File: config.mk
export PLATFORM = sky130hd
export DESIGN_NAME = gpg_mixer
export DESIGN_NICKNAME = d
export VERILOG_FILES = /design/src/rtl/core/gpg_pkg.sv /design/src/rtl/core/gpg_mixer.sv
export SDC_FILE = /design/constraint.sdc
export NUM_CORES = 2
export LEC_CHECK = 0
export BUFFER_PORTS_ARGS = -buffer_cell sky130_fd_sc_hd__buf_4
export CAP_MARGIN = 20
export CORE_ASPECT_RATIO = 1.75
export CORE_UTILIZATION = 45
export DETAILED_ROUTE_END_ITERATION = 7
export PLACE_DENSITY_LB_ADDON = 0.3
export SLEW_MARGIN = 25
export SYNTH_ARGS = -nofsm -noshare
export SYNTH_HDL_FRONTEND = slang
export SYNTH_SLANG_ARGS = --single-unit
File: constraint.sdc
create_clock -name clock -period 17.3 [get_ports clock]
set_clock_uncertainty 0.1 [all_clocks]
set_input_delay 2.595 -clock clock [delete_from_list [all_inputs] [get_ports clock]]
set_output_delay 2.595 -clock clock [all_outputs]
set_load 0.01 [all_outputs]
File: src/rtl/core/gpg_pkg.sv
// Shared types, constants and table functions for the Gabor pixel generator.
// Used by every module of the block; depends on nothing.
`timescale 1ns / 1ps
`default_nettype none

package gpg_pkg;

   // Register map, index = byte address / 4.
   typedef enum logic [2:0] {
      REG_WIDTH     = 3'd0,
      REG_HEIGHT    = 3'd1,
      REG_SIGMA     = 3'd2,
      REG_ORIENT    = 3'd3,
      REG_FREQ      = 3'd4,
      REG_PHASE     = 3'd5,
      REG_CONTRAST  = 3'd6,
      REG_UNUSED    = 3'd7
   } reg_index_type;

   localparam logic [10:0] WIDTH_RESET    = 11'd200;
   localparam logic [10:0] HEIGHT_RESET   = 11'd200;
   localparam logic [9:0]  SIGMA_RESET    = 10'd25;
   localparam logic [15:0] ORIENT_RESET   = 16'd5461;
   localparam logic [15:0] FREQ_RESET     = 16'd2185;
   localparam logic [15:0] PHASE_RESET    = 16'd2560;
   localparam logic [15:0] CONTRAST_RESET = 16'd32768;
   localparam logic [15:0] CONTRAST_MAX   = 16'd32768;

   // log2(e)/8 in Q16.
   localparam logic [13:0] LOG2E_Q16 = 14'd11819;

   // Quotient bits of the envelope exponent b (integer part up to 31).
   localparam int QBITS = 21;
   localparam int NUM_W = 37;
   localparam int SIG2_W = 20;

   // Centered half-pixel coordinates.
   typedef struct packed {
      logic signed [11:0] x2;
      logic signed [11:0] y2;
   } geom_type;

   // Carrier term: sign of the sine and |sin| * contrast.
   typedef struct packed {
      logic        neg;
      logic [31:0] sc;
   } mix_type;

   // Envelope exponent from the divider.
   typedef struct packed {
      logic             ovf;
      logic [QBITS-1:0] b;
   } quot_type;

   // Q15 quarter-wave sine table, 17 points.
   function automatic logic [15:0] sine_tab(input logic [4:0] i);
      logic [15:0] v;
      case (i)
         5'd0:  v = 16'd0;
         5'd1:  v = 16'd3212;
         5'd2:  v = 16'd6393;
         5'd3:  v = 16'd9512;
         5'd4:  v = 16'd12540;
         5'd5:  v = 16'd15447;
         5'd6:  v = 16'd18205;
         5'd7:  v = 16'd20788;
         5'd8:  v = 16'd23170;
         5'd9:  v = 16'd25330;
         5'd10: v = 16'd27246;
         5'd11: v = 16'd28899;
         5'd12: v = 16'd30274;
         5'd13: v = 16'd31357;
         5'd14: v = 16'd32138;
         5'd15: v = 16'd32610;
         default: v = 16'd32768;
      endcase
      return v;
   endfunction

   // Q16 table of 2^-f over one octave, 17 points.
   function automatic logic [16:0] exp_tab(input logic [4:0] i);
      logic [16:0] v;
      case (i)
         5'd0:  v = 17'd65536;
         5'd1:  v = 17'd62757;
         5'd2:  v = 17'd60097;
         5'd3:  v = 17'd57549;
         5'd4:  v = 17'd55109;
         5'd5:  v = 17'd52773;
         5'd6:  v = 17'd50535;
         5'd7:  v = 17'd48393;
         5'd8:  v = 17'd46341;
         5'd9:  v = 17'd44376;
         5'd10: v = 17'd42495;
         5'd11: v = 17'd40693;
         5'd12: v = 17'd38968;
         5'd13: v = 17'd37316;
         5'd14: v = 17'd35734;
         5'd15: v = 17'd34219;
         default: v = 17'd32768;
      endcase
      return v;
   endfunction

   // Q15 sine of a 16-bit turn angle, interpolated between table points.
   function automatic logic signed [16:0] sine_of(input logic [15:0] a);
      logic [14:0] p;
      logic [4:0]  idx;
      logic [15:0] lo;
      logic [15:0] hi;
      logic [21:0] t;
      logic [16:0] mag;
      p = {1'b0, a[13:0]};
      if (a[14]) begin
         p = 15'h4000 - p;
      end
      idx = p[14:10];
      lo  = sine_tab(idx);
      hi  = sine_tab(idx + 5'd1);
      t   = 22'(hi - lo) * 22'(p[9:0]) + 22'd512;
      if (idx[4]) begin
         mag = 17'd32768;
      end else begin
         mag = 17'(lo) + 17'(t[21:10]);
      end
      return a[15] ? -$signed(mag) : $signed(mag);
   endfunction

endpackage

`default_nettype wire

File: src/rtl/core/gpg_mixer.sv
// Envelope lookup, carrier-envelope product and grey conversion in four
// stages; the last stage is the output register. Depends on gpg_pkg.
`timescale 1ns / 1ps
`default_nettype none

module gpg_mixer
   import gpg_pkg::*;
(
   input  wire         clock,
   input  wire         reset,
   input  wire         adv,
   input  wire         in_vld,
   input  mix_type     in_mix,
   input  quot_type    in_quot,
   output logic        out_vld,
   output logic [7:0]  out_grey
);

   logic [3:0]  vld_ff;
   mix_type     mix_ff;
   logic [16:0] env_ff;
   logic        neg2_ff;
   logic [46:0] m_ff;
   logic [47:0] n_ff;
   logic [7:0]  grey_ff;

   logic [4:0]  ip;
   logic [16:0] lo, hi, e_in;
   logic [23:0] t;
   logic [16:0] env_in;
   logic [48:0] m_in;
   logic [55:0] g_in;

   // 2^-b from the table, interpolated, then shifted by the integer part.
   always_comb begin
      ip = in_quot.b[20:16];
      lo = exp_tab({1'b0, in_quot.b[15:12]});
      hi = exp_tab({1'b0, in_quot.b[15:12]} + 5'd1);
      t  = 24'(lo - hi) * 24'(in_quot.b[11:0]) + 24'd2048;
      e_in = lo - 17'(t[23:12]);
      if (in_quot.ovf || ip >= 5'd17) begin
         env_in = '0;
      end else begin
         env_in = e_in >> ip;
      end
      m_in = 49'(mix_ff.sc) * 49'(env_ff);
      g_in = {n_ff, 8'b0} - 56'(n_ff) + (56'd1 << 46);
   end

   always_ff @(posedge clock) begin
      if (reset) begin
         vld_ff <= '0;
      end else if (adv) begin
         vld_ff <= {vld_ff[2:0], in_vld};
      end
   end

   always_ff @(posedge clock) begin
      if (adv) begin
         mix_ff  <= in_mix;
         env_ff  <= env_in;
         neg2_ff <= mix_ff.neg;
         m_ff    <= m_in[46:0];
         n_ff    <= neg2_ff ? (48'd1 << 46) - 48'(m_ff) : (48'd1 << 46) + 48'(m_ff);
         grey_ff <= g_in[55] ? 8'hFF : g_in[54:47];
      end
   end

   assign out_vld  = vld_ff[3];
   assign out_grey = grey_ff;

endmodule

`default_nettype wire

Word level (Yosys, flattened, before mapping)
Memory sizes are Yosys's and may differ from the RTL's.
Cells that the tools add are included.
W data, S select, Z words.

cells by class
  add/sub/neg operators = 8
  multiply operators = 2
  magnitude comparators = 1
  shift-type cells = 1
  multiplexer cells = 2
  reduce and logical (&&, ||, !) cells = 1

operators by type and width
  operator                  count
  $add A56 B47 Y56 const B  1
  $sub A56 B48 Y56          1
  $add A47 B47 Y48 const A  1
  $mux W48                  1
  $sub A47 B47 Y48 const A  1
  $mul A32 B17 Y47          1
  $add A24 B12 Y24 const B  1
  $mul A18 B13 Y24          1
  $sub A17 B17 Y18          1
  $mux W17                  1
  $shr A17 B5 Y17           1
  $sub A17 B12 Y17          1
  $add A4 B1 Y5 const B     1
  $ge A5 B5 Y1 const B      1
  $logic_or A1 B1 Y1        1

storage, ports and cells
  flip-flop bits (word level) = 158
  ROM bits = 544
  bits of input ports = 59
  output and inout bits = 9
  logic and storage cells = 25
  memories = 2

memories
  name              words  width  rd ports  clocked after memory_dff  wr ports  line           RTL
  (name not given)  16     17     1         0                         0         gpg_pkg.sv:83  case (i)
  (name not given)  16     17     1         0                         0         gpg_pkg.sv:83

Logic depth before layout (Yosys ltp)
An unclocked memory read counts as a cell.

  depth after elaboration = 8
  mapped depth = 48

Least setup slack after synthesis
OpenSTA, ideal clock, no wires.

  path type = input port to flip-flop
  start = input port in_quot[12] (netlist bit)
  end = register env_ff[2] (data pin)
  arrival time = 13.701 ns
  required time = 16.945 ns
  path slack = 3.244 ns
  stages = 47
  path buffers = 4
  cells stage by stage = ha_1 clkbuf_1 inv_1 ha_1 clkbuf_1 clkinv_1 nor2_1 o32ai_1 nand2_1 ha_1 nor2b_1 o31a_1 o41ai_2 inv_1 a21oi_1 xnor2_1 clkbuf_1 and2_1 (+11 left out) a221oi_2 a21oi_1 a41o_1 o41a_1 a211o_1 a21oi_2 xor2_1 xnor3_1 ha_1 clkbuf_1 and2_1 a31oi_1 o211ai_1 xnor2_1 a221o_1 mux2_2 mux4_2 and2_1

between the ends
  cells in the longest elaborated chain, start to end = 8
  elaborated cells on any way between the ends = 9
  those cells by class = 4 x add/sub; 1 x mul; 1 x shift; 1 x mux; 2 x memory

RTL lines
  element               line             RTL
  start, declared       gpg_mixer.sv:14  input quot_type in_quot,
  $add A4 B1 Y5         gpg_mixer.sv:38  hi = exp_tab({1'b0, in_quot.b[15:12]} + 5'd1);
  $mem_v2 Z16 W17       -
  $mux W17              gpg_pkg.sv:83
  $sub A17 B17 Y18      gpg_mixer.sv:39  t = 24'(lo - hi) * 24'(in_quot.b[11:0]) + 24'd2048;
  $mul A18 B13 Y24      gpg_mixer.sv:39
  $add A24 B12 Y24      gpg_mixer.sv:39
  $sub A17 B12 Y17 (*)  gpg_mixer.sv:40  e_in = lo - 17'(t[23:12]);
  $shr A17 B5 Y17 (*)   gpg_mixer.sv:44  env_in = e_in >> ip;
  end signal, assigned  gpg_mixer.sv:61  env_ff <= env_in;
  end, declared         gpg_mixer.sv:21  logic [16:0] env_ff;

Every way passes the cells marked *; elsewhere a longest branch is shown, timed or not.
A chain may end at the register's enable or synchronous reset.

Worst setup path after layout
Same ends and word-level chain as after synthesis.

==> out/metrics.cfg <==
[worst_setup_path]
timing.rr.start=mix_ff[12]$_DFFE_PP_
worstPathMaxFanout=19
crit_required_ns=17.42
crit_type=input port to flop
crit_path_end_kind=flop
max_stage_delay_ns=0.58
cp_slowest_cell=xor2_2
arrival_ns=14.88
crit_top_cell=fa_1
reg2regPathDepth=21
worstReg2RegEnd=m_ff[34]$_DFFE_PP_
start_kind=input port
r2r_slack_ns=9.54

[floorplan]
die_h_um=362
ios=68
rows=131
die_w_um=208
die_area_sq_mm=0.0752
coreArea_sq_mm=0.0731
initial_utilization_pct=45.6

[timing]
setup_ws_ns=2.54
max_slew.worst_pin.slew_ns=1.00
post-route-period-util_pct=85.3
hold_viol_final=0
relSlewSlack_pct=33.1
drv_slew=0
period_minus_slack_ns=14.76
rsz0062_at_grt=no
setup_viol=0
setup-tns-final_ns=0
timing.fmax_mhz=67.7

[global_route]
grt_first_pass_wirelength_um=136000
grtUsageTotal_pct=23.4
grt_max_degree=90
grt_pass1_vias=26447
overflow=0
antenna_found_initial=1

[clock_network]
cts_hold_buffers=0
cts-root-buf=clkbuf_16
tritoncts=built
cts_setup_buffers=0
cts.path.max_buffers=2
clock_latency_ns=0.48
clk_pin_slew_ns=0.06
clock_sinks=158
cts_resized=0
htree_levels=4
numCtsBuffers=17

[min_path]
min_path_cells=0
hold_path_end=neg2_ff$_DFFE_PP_
hold_start=mix_ff[32]$_DFFE_PP_
hold_path.class=flop to flop

[yosys]
syn_nets=4520
ys_ff_latch=158
yosysWarnings=0
synth.distinct_cells=93
synth_area_sq_mm=0.0333
netlist_instances=3548
avgSynthCellArea_sq_um=9.40
synth-async-reset-ratio_pct=0
synthFlopType=edfxtp_1
synth_edf_count=154
synth-seq-area-share_pct=14.1

[detailed_routing]
drt-total-wl_um=84900
vias_per_cell=5.45
vias=24297
routedWlPerCell_um=19.0
first_pass_iters=5
detail-route-antenna-nets=0
drt_iter0_drc=1166
drc_errors=0

[placement]
dpl.hpwl_um=68000
gp_congestion=0.893
dpl_cell_area_sq_mm=0.0347
portBuffers=67
numPlacedInstances=4429
place_ws_ns=1.83

[finish]
layout.cells.non_filler=4461
final_layout_size_suffix_gt1_share_pct=5.38
syn_to_final_growth_pct=6.05
n_antenna_cell=0
fin_area_sq_mm=0.0354
nets=4489

[job]
cap_viol_max_count=0

[status]
status=finished clean

-- placed cells by master (no fill, tap or decap), drive strengths merged, types with 21 or more instances in the layout --
cell	instances
inv	674
o31ai	22
buf	105
nor2	91
fa	605
edfxtp	154
a21oi	100
a21o	41
nand3	41
nand2	578
nor2b	22
nor3	24
and2	255
xnor2	124
o21ai	82
xor2	31
mux2i	21
ha	308
-- how the worst max path moves through the flow --
stage | startpoint | to | slack (ns) | cells past startpoint
finish | in_quot[12] | env_ff[2]$_SDFFCE_PP0P_ | 2.54 | 43
global route | in_quot[12] | env_ff[2]$_SDFFCE_PP0P_ | 1.90 | 44
CTS | in_quot[12] | env_ff[2]$_SDFFCE_PP0P_ | 2.32 | 43
detailed placement | in_quot[12] | env_ff[2]$_SDFFCE_PP0P_ | 1.83 | 43
global placement | in_quot[12] | env_ff[2]$_SDFFCE_PP0P_ | 1.97 | 43
floorplan | in_quot[12] | env_ff[2]$_SDFFCE_PP0P_ | 3.24 | 47
-- cell type report --
class,count,area (sq um)
fillers,6955,37800
repair buffers,105,792
flip-flops and latches,158,4700
inverters,669,2510
clock buffers,17,425
multi-input cells,2566,25600
clock inverters,15,200
well taps,931,1160
-- Yosys cell counts, drive strengths merged (10+ instances only) --
| cell | number | area share [%] |
|---|---|---|
| nand3 | 41 | 0.63 |
| o21a | 13 | 0.29 |
| nand4 | 17 | 0.32 |
| nor3 | 24 | 0.41 |
| and2 | 255 | 4.8 |
| xnor2 | 124 | 3.3 |
| mux2i | 21 | 0.63 |
| a21o | 41 | 0.92 |
| clkbuf | 148 | 1.7 |
| xor2 | 31 | 0.81 |
| nor2b | 22 | 0.41 |
| o41ai | 14 | 0.49 |
| a211oi | 12 | 0.30 |
| edfxtp | 154 | 14 |
| o211ai | 10 | 0.23 |
| o31ai | 22 | 0.56 |
| nor2 | 91 | 1.0 |
| o21ai | 82 | 1.2 |
| or3 | 10 | 0.22 |
| nand2b | 15 | 0.30 |
| ha | 308 | 12 |
| fa | 605 | 36 |
| nand2 | 578 | 6.5 |
| inv | 667 | 7.5 |
| a21oi | 100 | 1.5 |
-- logic make-up after synthesis --
family                   count (synthesis)  synth area share [%]
adder cells (fa/ha/maj)                913                  47.9
flip-flops                             158                  14.1
AO/OA/AOI/OAI                          371                  7.60
multiplexers                            35                  1.37
XOR/XNOR                               157                  4.21
buffers and inverters                  824                  9.31
AND/OR/NAND/NOR                       1090                  15.5
-- layer usage --
| layer | share of wire, % | routed length, um | global-route usage (%) |
|---|---|---|---|
| met5 | 0.015 | 13 | 0 |
| met4 | 4.6 | 3930 | 11.0 |
| met3 | 4.0 | 3360 | 2.19 |
| met2 | 58 | 49100 | 48.3 |
| met1 | 34 | 28500 | 22.8 |
-- flip-flops by register name, summed over array words and instances (netlist names) --
name / cells
neg2_ff: 1
m_ff: 47
out_grey: 8
vld_ff: 4
env_ff: 17
mix_ff: 33
n_ff: 48
-- metrics by stage --
stage          util, %  hold WS, ns
2_1_floorplan        -        0.300
3_3_place_gp      47.5        0.332
3_5_place_dp      47.5        0.339
4_1_cts           48.3        0.353
5_1_grt           48.4        0.359
6_report          48.4        0.344
-- critical path, delay by kind of cell --
kind / cells / cell delay, ns
compound gates: 14 / 3.75
xor+xnor: 4 / 1.34
fa+ha+maj: 11 / 4.61
buf+inv: 5 / 0.78
mux: 2 / 0.74
simple gates: 7 / 1.04
Power is not shown: default switching activity piles up to over one toggle a cycle in this logic, so the estimate is an artifact.
