<file path="src/rtl/core/gpg_pkg.sv">
// Shared types, constants and table functions for the Gabor pixel generator.
// Used by every module of the block; depends on nothing.
`timescale 1ns / 1ps
`default_nettype none

package gpg_pkg;

   // Register map, index = byte address / 4.
   typedef enum logic [2:0] {
      REG_WIDTH     = 3'd0,
      REG_HEIGHT    = 3'd1,
      REG_SIGMA     = 3'd2,
      REG_ORIENT    = 3'd3,
      REG_FREQ      = 3'd4,
      REG_PHASE     = 3'd5,
      REG_CONTRAST  = 3'd6,
      REG_UNUSED    = 3'd7
   } reg_index_type;

   localparam logic [10:0] WIDTH_RESET    = 11'd200;
   localparam logic [10:0] HEIGHT_RESET   = 11'd200;
   localparam logic [9:0]  SIGMA_RESET    = 10'd25;
   localparam logic [15:0] ORIENT_RESET   = 16'd5461;
   localparam logic [15:0] FREQ_RESET     = 16'd2185;
   localparam logic [15:0] PHASE_RESET    = 16'd2560;
   localparam logic [15:0] CONTRAST_RESET = 16'd32768;
   localparam logic [15:0] CONTRAST_MAX   = 16'd32768;

   // log2(e)/8 in Q16.
   localparam logic [13:0] LOG2E_Q16 = 14'd11819;

   // Quotient bits of the envelope exponent b (integer part up to 31).
   localparam int QBITS = 21;
   localparam int NUM_W = 37;
   localparam int SIG2_W = 20;

   // Centered half-pixel coordinates.
   typedef struct packed {
      logic signed [11:0] x2;
      logic signed [11:0] y2;
   } geom_type;

   // Carrier term: sign of the sine and |sin| * contrast.
   typedef struct packed {
      logic        neg;
      logic [31:0] sc;
   } mix_type;

   // Envelope exponent from the divider.
   typedef struct packed {
      logic             ovf;
      logic [QBITS-1:0] b;
   } quot_type;

   // Q15 quarter-wave sine table, 17 points.
   function automatic logic [15:0] sine_tab(input logic [4:0] i);
      logic [15:0] v;
      case (i)
         5'd0:  v = 16'd0;
         5'd1:  v = 16'd3212;
         5'd2:  v = 16'd6393;
         5'd3:  v = 16'd9512;
         5'd4:  v = 16'd12540;
         5'd5:  v = 16'd15447;
         5'd6:  v = 16'd18205;
         5'd7:  v = 16'd20788;
         5'd8:  v = 16'd23170;
         5'd9:  v = 16'd25330;
         5'd10: v = 16'd27246;
         5'd11: v = 16'd28899;
         5'd12: v = 16'd30274;
         5'd13: v = 16'd31357;
         5'd14: v = 16'd32138;
         5'd15: v = 16'd32610;
         default: v = 16'd32768;
      endcase
      return v;
   endfunction

   // Q16 table of 2^-f over one octave, 17 points.
   function automatic logic [16:0] exp_tab(input logic [4:0] i);
      logic [16:0] v;
      case (i)
         5'd0:  v = 17'd65536;
         5'd1:  v = 17'd62757;
         5'd2:  v = 17'd60097;
         5'd3:  v = 17'd57549;
         5'd4:  v = 17'd55109;
         5'd5:  v = 17'd52773;
         5'd6:  v = 17'd50535;
         5'd7:  v = 17'd48393;
         5'd8:  v = 17'd46341;
         5'd9:  v = 17'd44376;
         5'd10: v = 17'd42495;
         5'd11: v = 17'd40693;
         5'd12: v = 17'd38968;
         5'd13: v = 17'd37316;
         5'd14: v = 17'd35734;
         5'd15: v = 17'd34219;
         default: v = 17'd32768;
      endcase
      return v;
   endfunction

   // Q15 sine of a 16-bit turn angle, interpolated between table points.
   function automatic logic signed [16:0] sine_of(input logic [15:0] a);
      logic [14:0] p;
      logic [4:0]  idx;
      logic [15:0] lo;
      logic [15:0] hi;
      logic [21:0] t;
      logic [16:0] mag;
      p = {1'b0, a[13:0]};
      if (a[14]) begin
         p = 15'h4000 - p;
      end
      idx = p[14:10];
      lo  = sine_tab(idx);
      hi  = sine_tab(idx + 5'd1);
      t   = 22'(hi - lo) * 22'(p[9:0]) + 22'd512;
      if (idx[4]) begin
         mag = 17'd32768;
      end else begin
         mag = 17'(lo) + 17'(t[21:10]);
      end
      return a[15] ? -$signed(mag) : $signed(mag);
   endfunction

endpackage

`default_nettype wire

</file>
<file path="src/rtl/core/gpg_divider.sv">
// Envelope exponent: radius squared times log2(e)/8, divided by sigma squared
// with one quotient bit per stage. Depends on gpg_pkg.
`timescale 1ns / 1ps
`default_nettype none

module gpg_divider
   import gpg_pkg::*;
(
   input  wire               clock,
   input  wire               reset,
   input  wire               adv,
   input  wire               in_vld,
   input  geom_type          in_geom,
   input  mix_type           in_mix,
   input  wire [SIG2_W-1:0]  sig2,
   output logic              out_vld,
   output mix_type           out_mix,
   output quot_type          out_quot
);

   localparam int TRIAL_W = NUM_W + QBITS;

   logic [22:0]      r2_ff;
   logic [NUM_W-1:0] num_ff;
   logic [2:0]       pre_vld_ff;
   mix_type          pre_mix_ff [0:1];

   logic [QBITS-1:0] vld_ff;
   logic [NUM_W-1:0] rem_ff [0:QBITS];
   logic [QBITS-1:0] q_ff   [0:QBITS];
   logic             ovf_ff [0:QBITS];
   mix_type          mix_ff [0:QBITS];

   // Front stages: squared radius, scaling and overflow check.
   always_ff @(posedge clock) begin
      if (reset) begin
         pre_vld_ff <= '0;
      end else if (adv) begin
         pre_vld_ff <= {pre_vld_ff[1:0], in_vld};
      end
   end

   always_ff @(posedge clock) begin
      if (adv) begin
         r2_ff  <= 23'(in_geom.x2 * in_geom.x2) + 23'(in_geom.y2 * in_geom.y2);
         num_ff <= NUM_W'(r2_ff) * NUM_W'(LOG2E_Q16);
         pre_mix_ff[0] <= in_mix;
         pre_mix_ff[1] <= pre_mix_ff[0];
         rem_ff[0] <= num_ff;
         q_ff[0]   <= '0;
         ovf_ff[0] <= (NUM_W'(num_ff >> QBITS) >= NUM_W'(sig2));
         mix_ff[0] <= pre_mix_ff[1];
      end
   end

   // Valid bit i travels with quotient stage i+1.
   always_ff @(posedge clock) begin
      if (reset) begin
         vld_ff <= '0;
      end else if (adv) begin
         vld_ff <= {vld_ff[QBITS-2:0], pre_vld_ff[2]};
      end
   end

   // One restoring step per stage, most significant quotient bit first.
   for (genvar i = 0; i < QBITS; i++) begin : g_step
      localparam int K = QBITS - 1 - i;
      logic [TRIAL_W:0] trial;
      assign trial = {1'b0, TRIAL_W'(rem_ff[i])} - ((TRIAL_W + 1)'(sig2) << K);
      always_ff @(posedge clock) begin
         if (adv) begin
            ovf_ff[i+1] <= ovf_ff[i];
            mix_ff[i+1] <= mix_ff[i];
            if (!trial[TRIAL_W]) begin
               rem_ff[i+1] <= trial[NUM_W-1:0];
               q_ff[i+1]   <= q_ff[i] | (QBITS'(1) << K);
            end else begin
               rem_ff[i+1] <= rem_ff[i];
               q_ff[i+1]   <= q_ff[i];
            end
         end
      end
   end

   assign out_vld      = vld_ff[QBITS-1];
   assign out_mix      = mix_ff[QBITS];
   assign out_quot.ovf = ovf_ff[QBITS];
   assign out_quot.b   = q_ff[QBITS];

endmodule

`default_nettype wire

</file>
<file path="config.mk">
export PLATFORM = sky130hd
export DESIGN_NAME = gpg_divider
export DESIGN_NICKNAME = d
export VERILOG_FILES = /design/src/rtl/core/gpg_pkg.sv /design/src/rtl/core/gpg_divider.sv
export SDC_FILE = /design/constraint.sdc
export NUM_CORES = 2
export LEC_CHECK = 0
export BUFFER_PORTS_ARGS = -buffer_cell sky130_fd_sc_hd__clkbuf_2
export CORE_ASPECT_RATIO = 1.25
export CORE_MARGIN = 4
export CORE_UTILIZATION = 30
export CTS_CLUSTER_DIAMETER = 30
export CTS_CLUSTER_SIZE = 14
export DETAILED_ROUTE_END_ITERATION = 10
export GPL_TIMING_DRIVEN = 0
export PLACE_DENSITY = 0.46
export RECOVER_POWER = 25
export SLEW_MARGIN = 40
export SYNTH_ARGS = -nofsm -noshare
export SYNTH_HDL_FRONTEND = slang
export SYNTH_SLANG_ARGS = --single-unit
</file>
<file path="constraint.sdc">
create_clock -name clock -period 7.5 [get_ports clock]
set_clock_uncertainty 0.1 [all_clocks]
set_input_delay 0.75 -clock clock [delete_from_list [all_inputs] [get_ports clock]]
set_output_delay 0.75 -clock clock [all_outputs]
set_load 0.01 [all_outputs]
</file>
[After elaboration in Yosys (flattened, before gate mapping)]
Memory sizes are Yosys's and may differ from the RTL's.
Index checks and enable logic that the tools add are counted.
Cells by class
  $mul: 3
  multiplexer cells: 170
  magnitude comparators: 1
  add/sub/neg operators: 22
  bitwise logic cells: 42
Operators with widths (number)
  $mux W37: 21
  $mux W21: 21
  $mux W1: 128
  $mul A12 B12 Y23: 2
  $or A1 B1 Y1: 42
  $sub A37 B40 Y41: 1
  $sub A37 B39 Y40: 1
  $sub A37 B38 Y39: 1
  $sub A37 B20 Y38: 1
  $sub A37 B21 Y38: 1
  $sub A37 B22 Y38: 1
  $sub A37 B23 Y38: 1
  $sub A37 B24 Y38: 1
  $sub A37 B25 Y38: 1
  $sub A37 B26 Y38: 1
  $sub A37 B27 Y38: 1
  $sub A37 B28 Y38: 1
  $sub A37 B29 Y38: 1
  $sub A37 B30 Y38: 1
  $sub A37 B31 Y38: 1
  $sub A37 B32 Y38: 1
  $sub A37 B33 Y38: 1
  $sub A37 B34 Y38: 1
  $sub A37 B35 Y38: 1
  other kinds (5): 5
Storage, ports and cells
  memories: 5
  bits in writable memories: 2090
  register bits after elaboration: 84
  output and inout port bits: 56
Memory list
  rem_ff: words 22, bits a word 37, rd ports 21, clocked after Yosys merged registers in 0, wr ports 22, RTL line gpg_divider.sv:29  | logic [NUM_W-1:0] rem_ff [0:QBITS];
  mix_ff: words 22, bits a word 33, rd ports 22, clocked after Yosys merged registers in 0, wr ports 22, RTL line gpg_divider.sv:32  | mix_type mix_ff [0:QBITS];
  q_ff: words 22, bits a word 21, rd ports 22, clocked after Yosys merged registers in 0, wr ports 22, RTL line gpg_divider.sv:30  | logic [QBITS-1:0] q_ff [0:QBITS];
  pre_mix_ff: words 2, bits a word 33, rd ports 2, clocked after Yosys merged registers in 0, wr ports 2, RTL line gpg_divider.sv:26  | mix_type pre_mix_ff [0:1];
  ovf_ff: words 22, bits a word 1, rd ports 22, clocked after Yosys merged registers in 0, wr ports 22, RTL line gpg_divider.sv:31  | logic ovf_ff [0:QBITS];

[Depth between registers and ports, before layout]
  word-level depth: 5
  gate-level depth with buffers: 28
  gate-level depth less buffers: 27

[Worst setup path after synthesis]
No wires, ideal clock.
  path type: input port to flip-flop
  start: input in_geom[11] (netlist bit)
  end: register r2_ff[22], data pin
  required time: 7.140 ns
  stages: 21
  library setup time: 0.260 ns
  setup slack: 0.135 ns
  arrival time: 7.005 ns
  cell sequence: clkbuf_1 > and2_1 > fa_1 > inv_1 > fa_1 > inv_1 > fa_1 > fa_1 > fa_1 > fa_1 > inv_1 > fa_1 > inv_1 > ha_1 > or2_2 > a21oi_1 > a31oi_1 > and4_1 > a2111oi_0 > a21oi_1 > xnor2_1
Between the ends
  cells in the longest elaborated chain, start to end: 2
Ends and longest elaborated chain
  from (decl): RTL line gpg_divider.sv:13  | input geom_type in_geom,
  $mul A12 B12 Y23: RTL line gpg_divider.sv:45  | r2_ff <= 23'(in_geom.x2 * in_geom.x2) + 23'(in_geom.y2 * in_geom.y2);
  $add A23 B23 Y23: RTL line gpg_divider.sv:45
  to (signal assigned): RTL line gpg_divider.sv:45
  to (decl): RTL line gpg_divider.sv:23  | logic [22:0] r2_ff;
Every way passes these cells.
A chain may end at the register's enable or synchronous reset.

[Worst setup path after layout]
  start: input in_geom[2] (netlist bit)
  end: register r2_ff[22], data pin
Same word-level chain as after synthesis.

==> results.py <==
metrics = {
    "run_status": {
        "status": "finished clean",
    },
    "route": {
        "vias": 57300,
        "drtPass1Iterations": 7,
        "drt_wl_total_mm": 219,
        "wl_per_cell_um": 17.6,
        "drc": 0,
        "viasPerCell": 4.59,
        "drt_iter0_drc": 3078,
        "antenna_left": 0,
    },
    "synth": {
        "syn_area_um2": 97900,
        "synth_edf_count": 1882,
        "synthArstFlopShare_pct": 0,
        "ys_warn_count": 0,
        "synth_cell_types": 98,
        "syn_avg_cell_area_um2": 13.4,
        "syn_nets": 8438,
        "synthFlopType": "edfxtp_1",
        "ys_seq_area_share_pct": 58.2,
        "ys_seq_elements": 1906,
        "synthCells": 7288,
    },
    "grt": {
        "grt_max_degree": 78,
        "grt_usage_pct": 12.8,
        "grt-ovfl-total": 0,
        "grt_pass1_wl_mm": 340,
        "antenna_found_initial": 9,
        "grt_pass1_vias": 60500,
    },
    "final_layout": {
        "final_nets": 9047,
        "final_common_cell": "edfxtp_1",
        "register_area_um2": 57000,
        "multi_input_area_um2": 37500,
        "areaGrowthSynthToFinish_pct": 21.3,
        "fin_cells": 12500,
        "fillers": 31100,
        "layout_common_cells": "1882 x edfxtp_1, 668 x ha_1, 640 x inv_1, 466 x nand2_1, 405 x nor2_1",
        "drive_gt1_share_pct": 13.1,
    },
    "clocking": {
        "cts_buffer_depth": 4,
        "cts.sinks": 1906,
        "path_clk_slew_ns": 0.04,
        "cts_tree": "built",
        "cts_max_level": 5,
        "cts_buffers": 386,
        "ctsRootBufferMaster": "clkbuf_16",
        "worstSkewPairLatency_ns": 0.92,
    },
    "timing": {
        "timing.final.crit_share_pct": 96.1,
        "rsz0062_at_grt": "false",
        "tightest_slew_ns": 0.795,
        "finalSetupViolations": 0,
        "max_freq_mhz": 139,
        "finalHoldViolCount": 0,
        "slew_headroom_pct": 46.5,
        "slew_violations": 0,
        "period_needed_ns": 7.21,
        "setup-tns-final_ns": 0,
    },
    "placement": {
        "place.gp.congestion": 0.827,
        "dpl.cell_count": 11700,
        "io_buffer_count": 133,
        "dpl.hpwl_mm": 163,
    },
    "floorplan": {
        "dieHeight_um": 647,
        "die-area_um2": 336000,
        "io_pins": 137,
        "core-area_um2": 325000,
        "start_util_pct": 30.1,
        "std_cell_rows": 234,
        "dieWidth_um": 519,
    },
    "critical_path": {
        "r2r_start": "r2_ff[3]",
        "cp.required_ns": 7.96,
        "start_kind": "input pin",
        "crit_arrival_ns": 7.67,
        "regToRegSetupSlack_ns": 0.57,
        "worstPathMaxFanout": 10,
        "criticalPathCategory": "in -> reg",
        "r2r-end": "num_ff[35]",
        "cp-end-kind": "flop",
        "worst-r2r-cell-count": 18,
    },
    "job": {
        "maxCapViolations": 0,
    },
    "hold_path": {
        "hold_depth": 2,
        "hp-class": "in -> reg",
        "hp-start": "in_geom[12]",
        "hold-path-endpoint": "r2_ff[0]",
    },
}
synth_stat cells (52+ instances only):
cell type | count | area share [%]
xor2_1 | 221 | 2.0
ha_1 | 668 | 8.5
nand3_1 | 63 | 0.32
nor2b_1 | 82 | 0.52
nor3_1 | 93 | 0.48
buf_4 | 56 | 0.43
mux2_2 | 62 | 0.71
and2_1 | 89 | 0.57
clkbuf_1 | 99 | 0.38
nor2_1 | 405 | 1.6
a21o_1 | 127 | 0.97
o21a_1 | 96 | 0.74
xnor2_1 | 258 | 2.3
inv_1 | 660 | 2.5
a21oi_1 | 401 | 2.0
fa_1 | 401 | 8.2
or3_1 | 52 | 0.33
nand2b_1 | 102 | 0.65
edfxtp_1 | 1882 | 58
o21ai_0 | 383 | 2.0
nand2_1 | 466 | 1.8
registers in the layout (all words and copies together), names as in the netlist:
name	count
rem_ff	777
vld_ff	21
pre_mix_ff	66
ovf_ff	22
pre_vld_ff	3
q_ff	231
num_ff	37
r2_ff	23
mix_ff	726
what timing repair did:
item,4_1_cts,5_1_grt
setup buffers,1,0
setup endpoints to repair,1,3
hold endpoints to repair,38,0
hold buffers,35,0
resized for setup,2,5
area by class of cell:
cell class | instances | area share [%]
Sequential cell | 1906 | 48.0
Multi-Input combinational cell | 4531 | 31.6
Clock buffer | 425 | 8.36
Tap cell | 4248 | 4.47
Clock inverter | 287 | 2.70
Inverter | 665 | 2.14
Timing Repair Buffer | 223 | 1.86
Buffer | 184 | 0.873
Antenna cell | 21 | 0.0442
worst max-delay path: stages:
cell and delay, ns:
clkbuf_2 0.19, clkbuf_1 0.33, and2_1 0.25, fa_1 0.68
clkinvlp_4 0.18, fa_1 0.55, inv_1 0.05, fa_1 0.51
fa_1 0.47, fa_1 0.54, fa_1 0.55, inv_1 0.06
fa_1 0.52, inv_1 0.04, ha_1 0.37, and3_1 0.18
a21oi_1 0.21, a31oi_1 0.20, and4_1 0.26, a2111oi_2 0.47
a21oi_1 0.14, xnor2_1 0.15
how the worst max path moves through the flow:
stage | startpoint | endpoint | slack [ns] | cells past startpoint
final | in_geom[2] | r2_ff[22] | 0.29 | 22
after global placement | adv | rem_ff[16][2] | -18.05 | 5
after floorplan | in_geom[11] | r2_ff[22] | 0.14 | 21
after detailed placement | in_geom[0] | r2_ff[22] | -1.10 | 22
after CTS | in_geom[4] | r2_ff[22] | 0.08 | 25
after global routing | in_geom[8] | r2_ff[22] | 0.003 | 25
layer usage:
layer / wire length (um) / vias to the layer above / track usage, %
met2: 118000 / 1153 / 24.3
met3: 8550 / 486 / 2.21
met5: 14 / - / 0
met1: 83600 / 27900 / 14.0
li1: - / 27700 / -
met4: 9200 / 2 / 5.53
through the flow:
step           hold slack (ns)  instance area, um^2  worst slack (ns)  util (%)
5_1_grt                  0.165               119000           0.00257      36.6
3_5_place_dp             0.305               105000             -1.10      32.4
4_1_cts                  0.111               119000            0.0819      36.5
3_3_place_gp             0.300               104000            -18.05      32.0
6_report                 0.221               119000             0.289      36.6
2_1_floorplan            0.300                97900             0.135         -
cells by family after synthesis:
family	after synthesis	share of synthesized area (%)
flops	1906	58.2
simple gates	1515	7.43
compound gates	1356	8.59
fa+ha+maj	1069	16.7
buf+inv	851	3.52
xor+xnor	479	4.28
mux	112	1.23
Power is not shown: default switching activity piles up to over one toggle a cycle in this logic, so the estimate is an artifact.
