**src/rtl/core/gpg_pkg.sv**
```systemverilog
// Shared types, constants and table functions for the Gabor pixel generator.
// Used by every module of the block; depends on nothing.
`timescale 1ns / 1ps
`default_nettype none

package gpg_pkg;

   // Register map, index = byte address / 4.
   typedef enum logic [2:0] {
      REG_WIDTH     = 3'd0,
      REG_HEIGHT    = 3'd1,
      REG_SIGMA     = 3'd2,
      REG_ORIENT    = 3'd3,
      REG_FREQ      = 3'd4,
      REG_PHASE     = 3'd5,
      REG_CONTRAST  = 3'd6,
      REG_UNUSED    = 3'd7
   } reg_index_type;

   localparam logic [10:0] WIDTH_RESET    = 11'd200;
   localparam logic [10:0] HEIGHT_RESET   = 11'd200;
   localparam logic [9:0]  SIGMA_RESET    = 10'd25;
   localparam logic [15:0] ORIENT_RESET   = 16'd5461;
   localparam logic [15:0] FREQ_RESET     = 16'd2185;
   localparam logic [15:0] PHASE_RESET    = 16'd2560;
   localparam logic [15:0] CONTRAST_RESET = 16'd32768;
   localparam logic [15:0] CONTRAST_MAX   = 16'd32768;

   // log2(e)/8 in Q16.
   localparam logic [13:0] LOG2E_Q16 = 14'd11819;

   // Quotient bits of the envelope exponent b (integer part up to 31).
   localparam int QBITS = 21;
   localparam int NUM_W = 37;
   localparam int SIG2_W = 20;

   // Centered half-pixel coordinates.
   typedef struct packed {
      logic signed [11:0] x2;
      logic signed [11:0] y2;
   } geom_type;

   // Carrier term: sign of the sine and |sin| * contrast.
   typedef struct packed {
      logic        neg;
      logic [31:0] sc;
   } mix_type;

   // Envelope exponent from the divider.
   typedef struct packed {
      logic             ovf;
      logic [QBITS-1:0] b;
   } quot_type;

   // Q15 quarter-wave sine table, 17 points.
   function automatic logic [15:0] sine_tab(input logic [4:0] i);
      logic [15:0] v;
      case (i)
         5'd0:  v = 16'd0;
         5'd1:  v = 16'd3212;
         5'd2:  v = 16'd6393;
         5'd3:  v = 16'd9512;
         5'd4:  v = 16'd12540;
         5'd5:  v = 16'd15447;
         5'd6:  v = 16'd18205;
         5'd7:  v = 16'd20788;
         5'd8:  v = 16'd23170;
         5'd9:  v = 16'd25330;
         5'd10: v = 16'd27246;
         5'd11: v = 16'd28899;
         5'd12: v = 16'd30274;
         5'd13: v = 16'd31357;
         5'd14: v = 16'd32138;
         5'd15: v = 16'd32610;
         default: v = 16'd32768;
      endcase
      return v;
   endfunction

   // Q16 table of 2^-f over one octave, 17 points.
   function automatic logic [16:0] exp_tab(input logic [4:0] i);
      logic [16:0] v;
      case (i)
         5'd0:  v = 17'd65536;
         5'd1:  v = 17'd62757;
         5'd2:  v = 17'd60097;
         5'd3:  v = 17'd57549;
         5'd4:  v = 17'd55109;
         5'd5:  v = 17'd52773;
         5'd6:  v = 17'd50535;
         5'd7:  v = 17'd48393;
         5'd8:  v = 17'd46341;
         5'd9:  v = 17'd44376;
         5'd10: v = 17'd42495;
         5'd11: v = 17'd40693;
         5'd12: v = 17'd38968;
         5'd13: v = 17'd37316;
         5'd14: v = 17'd35734;
         5'd15: v = 17'd34219;
         default: v = 17'd32768;
      endcase
      return v;
   endfunction

   // Q15 sine of a 16-bit turn angle, interpolated between table points.
   function automatic logic signed [16:0] sine_of(input logic [15:0] a);
      logic [14:0] p;
      logic [4:0]  idx;
      logic [15:0] lo;
      logic [15:0] hi;
      logic [21:0] t;
      logic [16:0] mag;
      p = {1'b0, a[13:0]};
      if (a[14]) begin
         p = 15'h4000 - p;
      end
      idx = p[14:10];
      lo  = sine_tab(idx);
      hi  = sine_tab(idx + 5'd1);
      t   = 22'(hi - lo) * 22'(p[9:0]) + 22'd512;
      if (idx[4]) begin
         mag = 17'd32768;
      end else begin
         mag = 17'(lo) + 17'(t[21:10]);
      end
      return a[15] ? -$signed(mag) : $signed(mag);
   endfunction

endpackage

`default_nettype wire

```
**src/rtl/core/gpg_carrier.sv**
```systemverilog
// Carrier pipeline: projection, angle, sine and contrast scaling in six stages.
// Depends on gpg_pkg.
`timescale 1ns / 1ps
`default_nettype none

module gpg_carrier
   import gpg_pkg::*;
(
   input  wire                clock,
   input  wire                reset,
   input  wire                adv,
   input  wire                in_vld,
   input  geom_type           in_geom,
   input  wire [6:0]          in_frame,
   input  wire signed [16:0]  so,
   input  wire signed [16:0]  co,
   input  wire [15:0]         freq,
   input  wire [15:0]         step,
   input  wire [15:0]         con,
   output logic               out_vld,
   output geom_type           out_geom,
   output mix_type            out_mix
);

   logic [5:0]         vld_ff;
   geom_type           g_ff [0:5];
   logic signed [28:0] px_ff, py_ff;
   logic [15:0]        ph1_ff, ph2_ff, ph3_ff;
   logic signed [29:0] proj_ff;
   logic [31:0]        fp_ff;
   logic [15:0]        ang_ff;
   logic               neg5_ff, neg6_ff;
   logic [15:0]        smag_ff;
   logic [31:0]        sc_ff;

   logic signed [46:0] fp_in;
   logic [31:0]        rnd_in;
   logic signed [16:0] sv_in;
   logic [22:0]        ph_in;

   always_comb begin
      fp_in  = $signed({31'b0, freq}) * 47'(proj_ff);
      rnd_in = fp_ff + 32'h8000;
      sv_in  = sine_of(ang_ff);
      ph_in  = 23'(in_frame) * 23'(step);
   end

   // Valid bits travel with the data.
   always_ff @(posedge clock) begin
      if (reset) begin
         vld_ff <= '0;
      end else if (adv) begin
         vld_ff <= {vld_ff[4:0], in_vld};
      end
   end

   // Stage payloads.
   always_ff @(posedge clock) begin
      if (adv) begin
         g_ff[0] <= in_geom;
         for (int i = 1; i < 6; i++) begin
            g_ff[i] <= g_ff[i-1];
         end
         px_ff   <= 29'(in_geom.x2 * so);
         py_ff   <= 29'(in_geom.y2 * co);
         ph1_ff  <= ph_in[15:0];
         proj_ff <= 30'(px_ff) + 30'(py_ff);
         ph2_ff  <= ph1_ff;
         fp_ff   <= fp_in[31:0];
         ph3_ff  <= ph2_ff;
         ang_ff  <= rnd_in[31:16] + ph3_ff;
         neg5_ff <= sv_in[16];
         smag_ff <= sv_in[16] ? 16'(-sv_in) : sv_in[15:0];
         neg6_ff <= neg5_ff;
         sc_ff   <= smag_ff * con;
      end
   end

   assign out_vld    = vld_ff[5];
   assign out_geom   = g_ff[5];
   assign out_mix.neg = neg6_ff;
   assign out_mix.sc  = sc_ff;

endmodule

`default_nettype wire

```
**config.mk**
```make
export PLATFORM = sky130hd
export DESIGN_NAME = gpg_carrier
export DESIGN_NICKNAME = d
export VERILOG_FILES = /design/src/rtl/core/gpg_pkg.sv /design/src/rtl/core/gpg_carrier.sv
export SDC_FILE = /design/constraint.sdc
export NUM_CORES = 2
export LEC_CHECK = 0
export BUFFER_PORTS_ARGS = -buffer_cell sky130_fd_sc_hd__buf_4
export CORE_ASPECT_RATIO = 2
export CORE_UTILIZATION = 65
export DETAILED_ROUTE_END_ITERATION = 8
export GPL_TIMING_DRIVEN = 0
export PLACE_DENSITY = 0.83
export SYNTH_ARGS = -nofsm -noshare
export SYNTH_HDL_FRONTEND = slang
export SYNTH_SLANG_ARGS = --single-unit
```
**constraint.sdc**
```tcl
create_clock -name clock -period 19.6 [get_ports clock]
set_input_delay 2.94 -clock clock [delete_from_list [all_inputs] [get_ports clock]]
set_output_delay 2.94 -clock clock [all_outputs]
set_load 0.02 [all_outputs]
```
# After elaboration in Yosys (flattened, before gate mapping)
# Memories as Yosys holds them, arrays and structs flattened.
# Index checks and enable logic that the tools add are counted.
# Widths: inputs -> output; s select.
# word_totals
memories	3
ff_bits	240
elab_cells	40
rom_bits	480
ram_bits	144
out_inout_bits	58
input_bits	117
# op_classes
multipliers	6
addsub	10
muxes	8
# mem_list
memory	words	width	read_ports	rd_ports_with_merged_regs	wr	line_no	text
(no name shown)	16	15	1	0	0	gpg_pkg.sv:58	case (i)
(no name shown)	16	15	1	0	0	gpg_pkg.sv:58	
g_ff	6	24	6	0	6	gpg_carrier.sv:26	geom_type g_ff [0:5];
# op_table
cell	count
$mul 12x17->29	2
$mux 16	3
$mux 17	2
$add 32x16->32 const B	1
$mul 16x16->32	1
$mul 17x30->32	1
$add 29x29->30	1
$add 22x10->22 const B	1
$mul 17x11->22	1
$add 16x12->17	1
$neg 17->17	1
$sub 16x16->17	1
$add 16x16->16	1
$mul 7x16->16	1
$neg 16->16	1
$mux 15	1
$sub 15x14->15 const A	1
$add 5x1->5 const B	1
$mux 1	2

# Longest topological paths before layout
# An unclocked memory read counts as a cell.
# depth
depth_word	14
depth_mapped	54
mapped_depth_nobuf	50

# Worst setup path before layout
# OpenSTA, ideal clock, no wires.
# synth_timing
path_kind	reg2reg
startpoint	register ang_ff[4]
endpoint	register smag_ff[9] (data pin)
path_buffers	3
setup_slack_ns	7.647
period_less_slack_ns	11.953
t_required_ns	19.336
path_stages_with_launch	50
t_arrival_ns	11.689
setup_time_ns	0.264
path_cell_list	edfxtp_1 > nor4_4 > a41o_1 > xor2_2 > inv_1 > ha_1 > clkbuf_1 > xnor2_1 > clkbuf_1 > nand2_1 > a31o_2 > ha_1 > inv_1 > fa_1 > a211oi_1 > o21bai_1 > a21oi_1 > o21bai_1 > [... 14 more ...] > o21ai_0 > o211a_1 > o21ai_0 > a21boi_0 > o41ai_1 > xnor3_1 > ha_1 > nand2_1 > a211oi_1 > a211o_1 > o221ai_2 > xnor2_1 > o21ai_1 > o211ai_1 > o41ai_4 > buf_6 > nor2_1 > xnor2_1
# synth_via
elab_chain_len	14
elab_cells_between_ends	16
# synth_lines
element	line_no	text
start, declared	gpg_carrier.sv:31	logic [15:0] ang_ff;
start signal, assigned	gpg_carrier.sv:71	ang_ff <= rnd_in[31:16] + ph3_ff;
$sub 15x14->15	gpg_pkg.sv:115	p = 15'h4000 - p;
$mux 15 (*)	gpg_pkg.sv:114	if (a[14]) begin
$add 5x1->5	gpg_pkg.sv:119	hi = sine_tab(idx + 5'd1);
$mem_v2 16x15	--	
$mux 16	gpg_pkg.sv:58	
$sub 16x16->17	gpg_pkg.sv:120	t = 22'(hi - lo) * 22'(p[9:0]) + 22'd512;
$mul 17x11->22	gpg_pkg.sv:120	
$add 22x10->22	gpg_pkg.sv:120	
$add 16x12->17	gpg_pkg.sv:124	mag = 17'(lo) + 17'(t[21:10]);
$mux 17 (*)	gpg_pkg.sv:121	if (idx[4]) begin
$neg 17->17	gpg_pkg.sv:126	return a[15] ? -$signed(mag) : $signed(mag);
$mux 17 (*)	gpg_pkg.sv:126	
$neg 16->16	gpg_carrier.sv:73	smag_ff <= sv_in[16] ? 16'(-sv_in) : sv_in[15:0];
$mux 16 (*)	gpg_carrier.sv:73	
end signal, assigned	gpg_carrier.sv:73	
end, declared	gpg_carrier.sv:33	logic [15:0] smag_ff;
# Mark *: on every way between the ends. The rest lies on a longest branch, timed or not.
# A chain may end at the register's enable or synchronous reset.

# Worst setup path after layout
# layout_timing
startpoint	register ang_ff[0]
endpoint	register smag_ff[13] (data pin)
# Same word-level chain as after synthesis.

==> results by group <==
Run status
  – Status: completed

Setup path
  – Worst stage delay on the critical path: 0.68 ns
  – CP max FO: 11
  – Slowest CP cell: o41ai_1
  – CP required: 19.93 ns
  – CP Class: reg -> reg
  – Data arrival, critical path: 15.92 ns
  – R2R Path Start: ang_ff[0]
  – Worst Setup End Kind: flop
  – CP Launch Type: flop
  – Start point of the critical path: ang_ff[0]

Finish
  – N_diodes: 0
  – Area Overhead vs Synth: 6.97%
  – Cell Count, Final, Fillers Out: 7,267
  – Total Nets Final: 7,711
  – Fraction of layout cells with a size suffix above 1: 4.24%

Synth
  – Synth Instances: 5,868
  – Synth Cell Area: 57,400 µm²
  – Syn_nets: 7,501
  – Synth top area cells: fa_1 (36%), edfxtp_1 (19%), ha_1 (10%), inv_1 (7.9%), nand2_1 (6.0%)
  – Share of Yosys cell area claimed by the top area cell type: 36.5%
  – EDFF count, synth: 363
  – Synth Register Bits: 369
  – Post-Syn Area per Cell: 9.77 µm²
  – Ys Warns: 0
  – Cell taking the most area after synthesis: fa_1
  – Number of library cell types mapped by synthesis: 80
  – Register area share after synthesis: 19.2%
  – Main synth FF type: edfxtp_1
  – FFs w/ async S/R, synth: 0%

Clock network
  – Clock-pin slew on the worst setup and hold paths: 0.07 ns
  – Max clock buf depth: 3
  – Hold_buf cts: 0
  – CTS Buf Count: 36
  – H-tree depth: 2
  – Post-cts resize count: 0
  – Clock latency on the worst-skew pair: 0.59 ns
  – Sink Count: 369
  – Root buf cell: clkbuf_16
  – CTS tree: built
  – Post-CTS setup buffer count: 0

STA
  – Fin crit share: 79.6%
  – Final Skew: 0.0181 ns
  – Rel. slew slack: 7.91%
  – Crit path time final: 15.60 ns
  – Max-slew violations: 0
  – Fmax: 0.0641 GHz
  – RSZ-0062 raised after global routing: no
  – Hold Vio Cnt, Final: 0
  – Actual slew at the worst max-slew pin: 1.37 ns
  – Setup TNS: 0 ns
  – Final setup violation count: 0

Route
  – DR vias: 42.1k
  – Routed Antenna Nets: 0
  – Wl on met1: 43,400 µm
  – Total iterations of the first detailed-routing run: 7
  – Avg WL per Cell: 20.8 µm
  – Via density: 5.79
  – Final wirelength: 151,000 µm
  – Met2 wire length: 79,300 µm
  – Initial DRC count: 2,585
  – Top sig layer: met5
  – Met3 WL: 10,300 µm
  – DRC viols: 0

Floorplanning
  – Starting Density: 65.9%
  – Std-Cell Rows: 153
  – Core Region: 87,100 µm²
  – Io pins: 175
  – Area of the die: 89,500 µm²
  – Die H: 422 µm
  – Chip width: 212 µm

GRT
  – Initial antenna violation count: 3
  – GRT Overall Usage: 35.7%
  – GRT overflow: 0
  – Global-route wire length before repair: 240,000 µm
  – Vias in the first global route: 47.1k
  – Largest net degree at the start of global routing: 109

Placed design
  – Gpl congestion: 1.01
  – Port bufs: 169
  – HPWL after DPL: 124,000 µm
  – Dpl cells: 7,202

Flow run
  – Max-cap violations: 0

Worst hold path
  – Hold_sp: g_ff[2][20]
  – Hold WC Path Type: reg -> reg
-- stage by stage --
stage	setup slack (ns)	area, µm²	hold slack [ns]	util [%]
after floorplan	7.65	57400	0.400	-
after global placement	4.66	60100	0.400	69.0
after global routing	3.32	61400	0.422	70.4
final	4.00	61400	0.412	70.4
after CTS	4.45	61400	0.416	70.4
after detailed placement	4.51	60200	0.405	69.1
-- routing by layer --
| layer | up-vias | global-route usage (%) |
|---|---|---|
| met5 | - | 0 |
| met4 | 6 | 35.8 |
| met3 | 910 | 7.16 |
| met2 | 1873 | 63.4 |
| met1 | 20900 | 32.6 |
| li1 | 18400 | - |
-- synthesized netlist by cell type, types with 6 or more instances --
cell	count
a2111oi_0	6
a211o_1	6
a211oi_1	17
a21boi_0	8
a21o_1	47
a21oi_1	127
a31oi_1	23
and2_1	402
and3_1	25
clkbuf_1	202
dfxtp_1	6
edfxtp_1	363
fa_1	1045
ha_1	471
inv_1	1213
mux2i_1	13
nand2_1	910
nand2b_1	59
nand3_1	35
nor2_1	216
nor2b_1	37
nor3_1	51
nor3b_1	6
o2111ai_1	6
o211ai_1	10
o21a_1	35
o21ai_0	72
o21bai_1	24
o31a_1	6
o31ai_1	9
o41ai_1	7
or2_2	9
or3_1	21
xnor2_1	227
xor2_1	65
-- path summary, 6_finish.rpt --
path	endpoint	slack (ns)	cells after the start
max	smag_ff[13]	4.00	48
min	g_ff[3][20]	0.41	0
max reg2reg	smag_ff[13]	4.00	48
min reg2reg	g_ff[3][20]	0.41	0
-- cells by family (layout without fill, tap and decap cells) --
family | count (synthesis) | after routing | synth area share, %
multiplexers | 13 | 13 | 0.227
XOR/XNOR | 296 | 296 | 4.60
flip-flops | 369 | 369 | 19.2
AND/OR/NAND/NOR | 1797 | 1797 | 14.6
buffers and inverters | 1426 | 1663 | 9.36
adder cells (fa/ha/maj) | 1516 | 1516 | 46.7
AO/OA/AOI/OAI | 451 | 451 | 5.23
-- worst max-delay path, delay by kind of cell, from the launching register on --
family / cells / cell delay [ns]
xor+xnor: 5 / 1.83
flops: 1 / 0.39
compound gates: 17 / 4.88
simple gates: 7 / 1.90
fa+ha+maj: 10 / 4.23
buf+inv: 9 / 2.08
-- layout make-up --
cell class,instances,area [µm²]
clock inverters,24,221
clock buffers,41,962
repair buffers,172,1360
fillers,6536,25700
inverters,1216,4560
well taps,1162,1450
multi-input cells,4073,41000
plain buffers,210,802
flip-flops and latches,369,11000
-- cell usage in the layout (no fill, tap or decap), types with 6 or more instances in the layout --
cell / Yosys / final
or2_2: 9 / 9
o21ai_0: 72 / 72
clkbuf_16: 0 / 38
and3_1: 25 / 25
a2111oi_0: 6 / 6
o21bai_1: 24 / 24
o211ai_1: 10 / 10
inv_1: 1213 / 1213
o21a_1: 35 / 35
xor2_1: 65 / 65
nor2b_1: 37 / 37
mux2i_1: 13 / 13
or3_1: 21 / 21
clkinv_1: 1 / 8
a21o_1: 47 / 47
o31a_1: 6 / 6
dfxtp_1: 6 / 6
and2_1: 402 / 402
xnor2_1: 227 / 227
nand2_1: 910 / 910
nand3_1: 35 / 35
a31oi_1: 23 / 23
clkbuf_1: 202 / 205
fa_1: 1045 / 1045
nor3_1: 51 / 51
nor3b_1: 6 / 6
edfxtp_1: 363 / 363
o2111ai_1: 6 / 6
ha_1: 471 / 471
a21boi_0: 8 / 8
nand2b_1: 59 / 59
o31ai_1: 9 / 9
nor2_1: 216 / 216
a211oi_1: 17 / 17
o41ai_1: 7 / 7
a21oi_1: 127 / 127
buf_4: 1 / 169
a211o_1: 6 / 6
-- registers in the layout, indices dropped and copies added, names as in the netlist --
signal   count
ph2_ff      16
neg6_ff      1
proj_ff     30
vld_ff       6
neg5_ff      1
g_ff       144
sc_ff       32
ph1_ff      16
px_ff       29
py_ff       29
smag_ff     16
fp_ff       17
ang_ff      16
ph3_ff      16
Power is not shown: default switching activity piles up to over one toggle a cycle in this logic, so the estimate is an artifact.
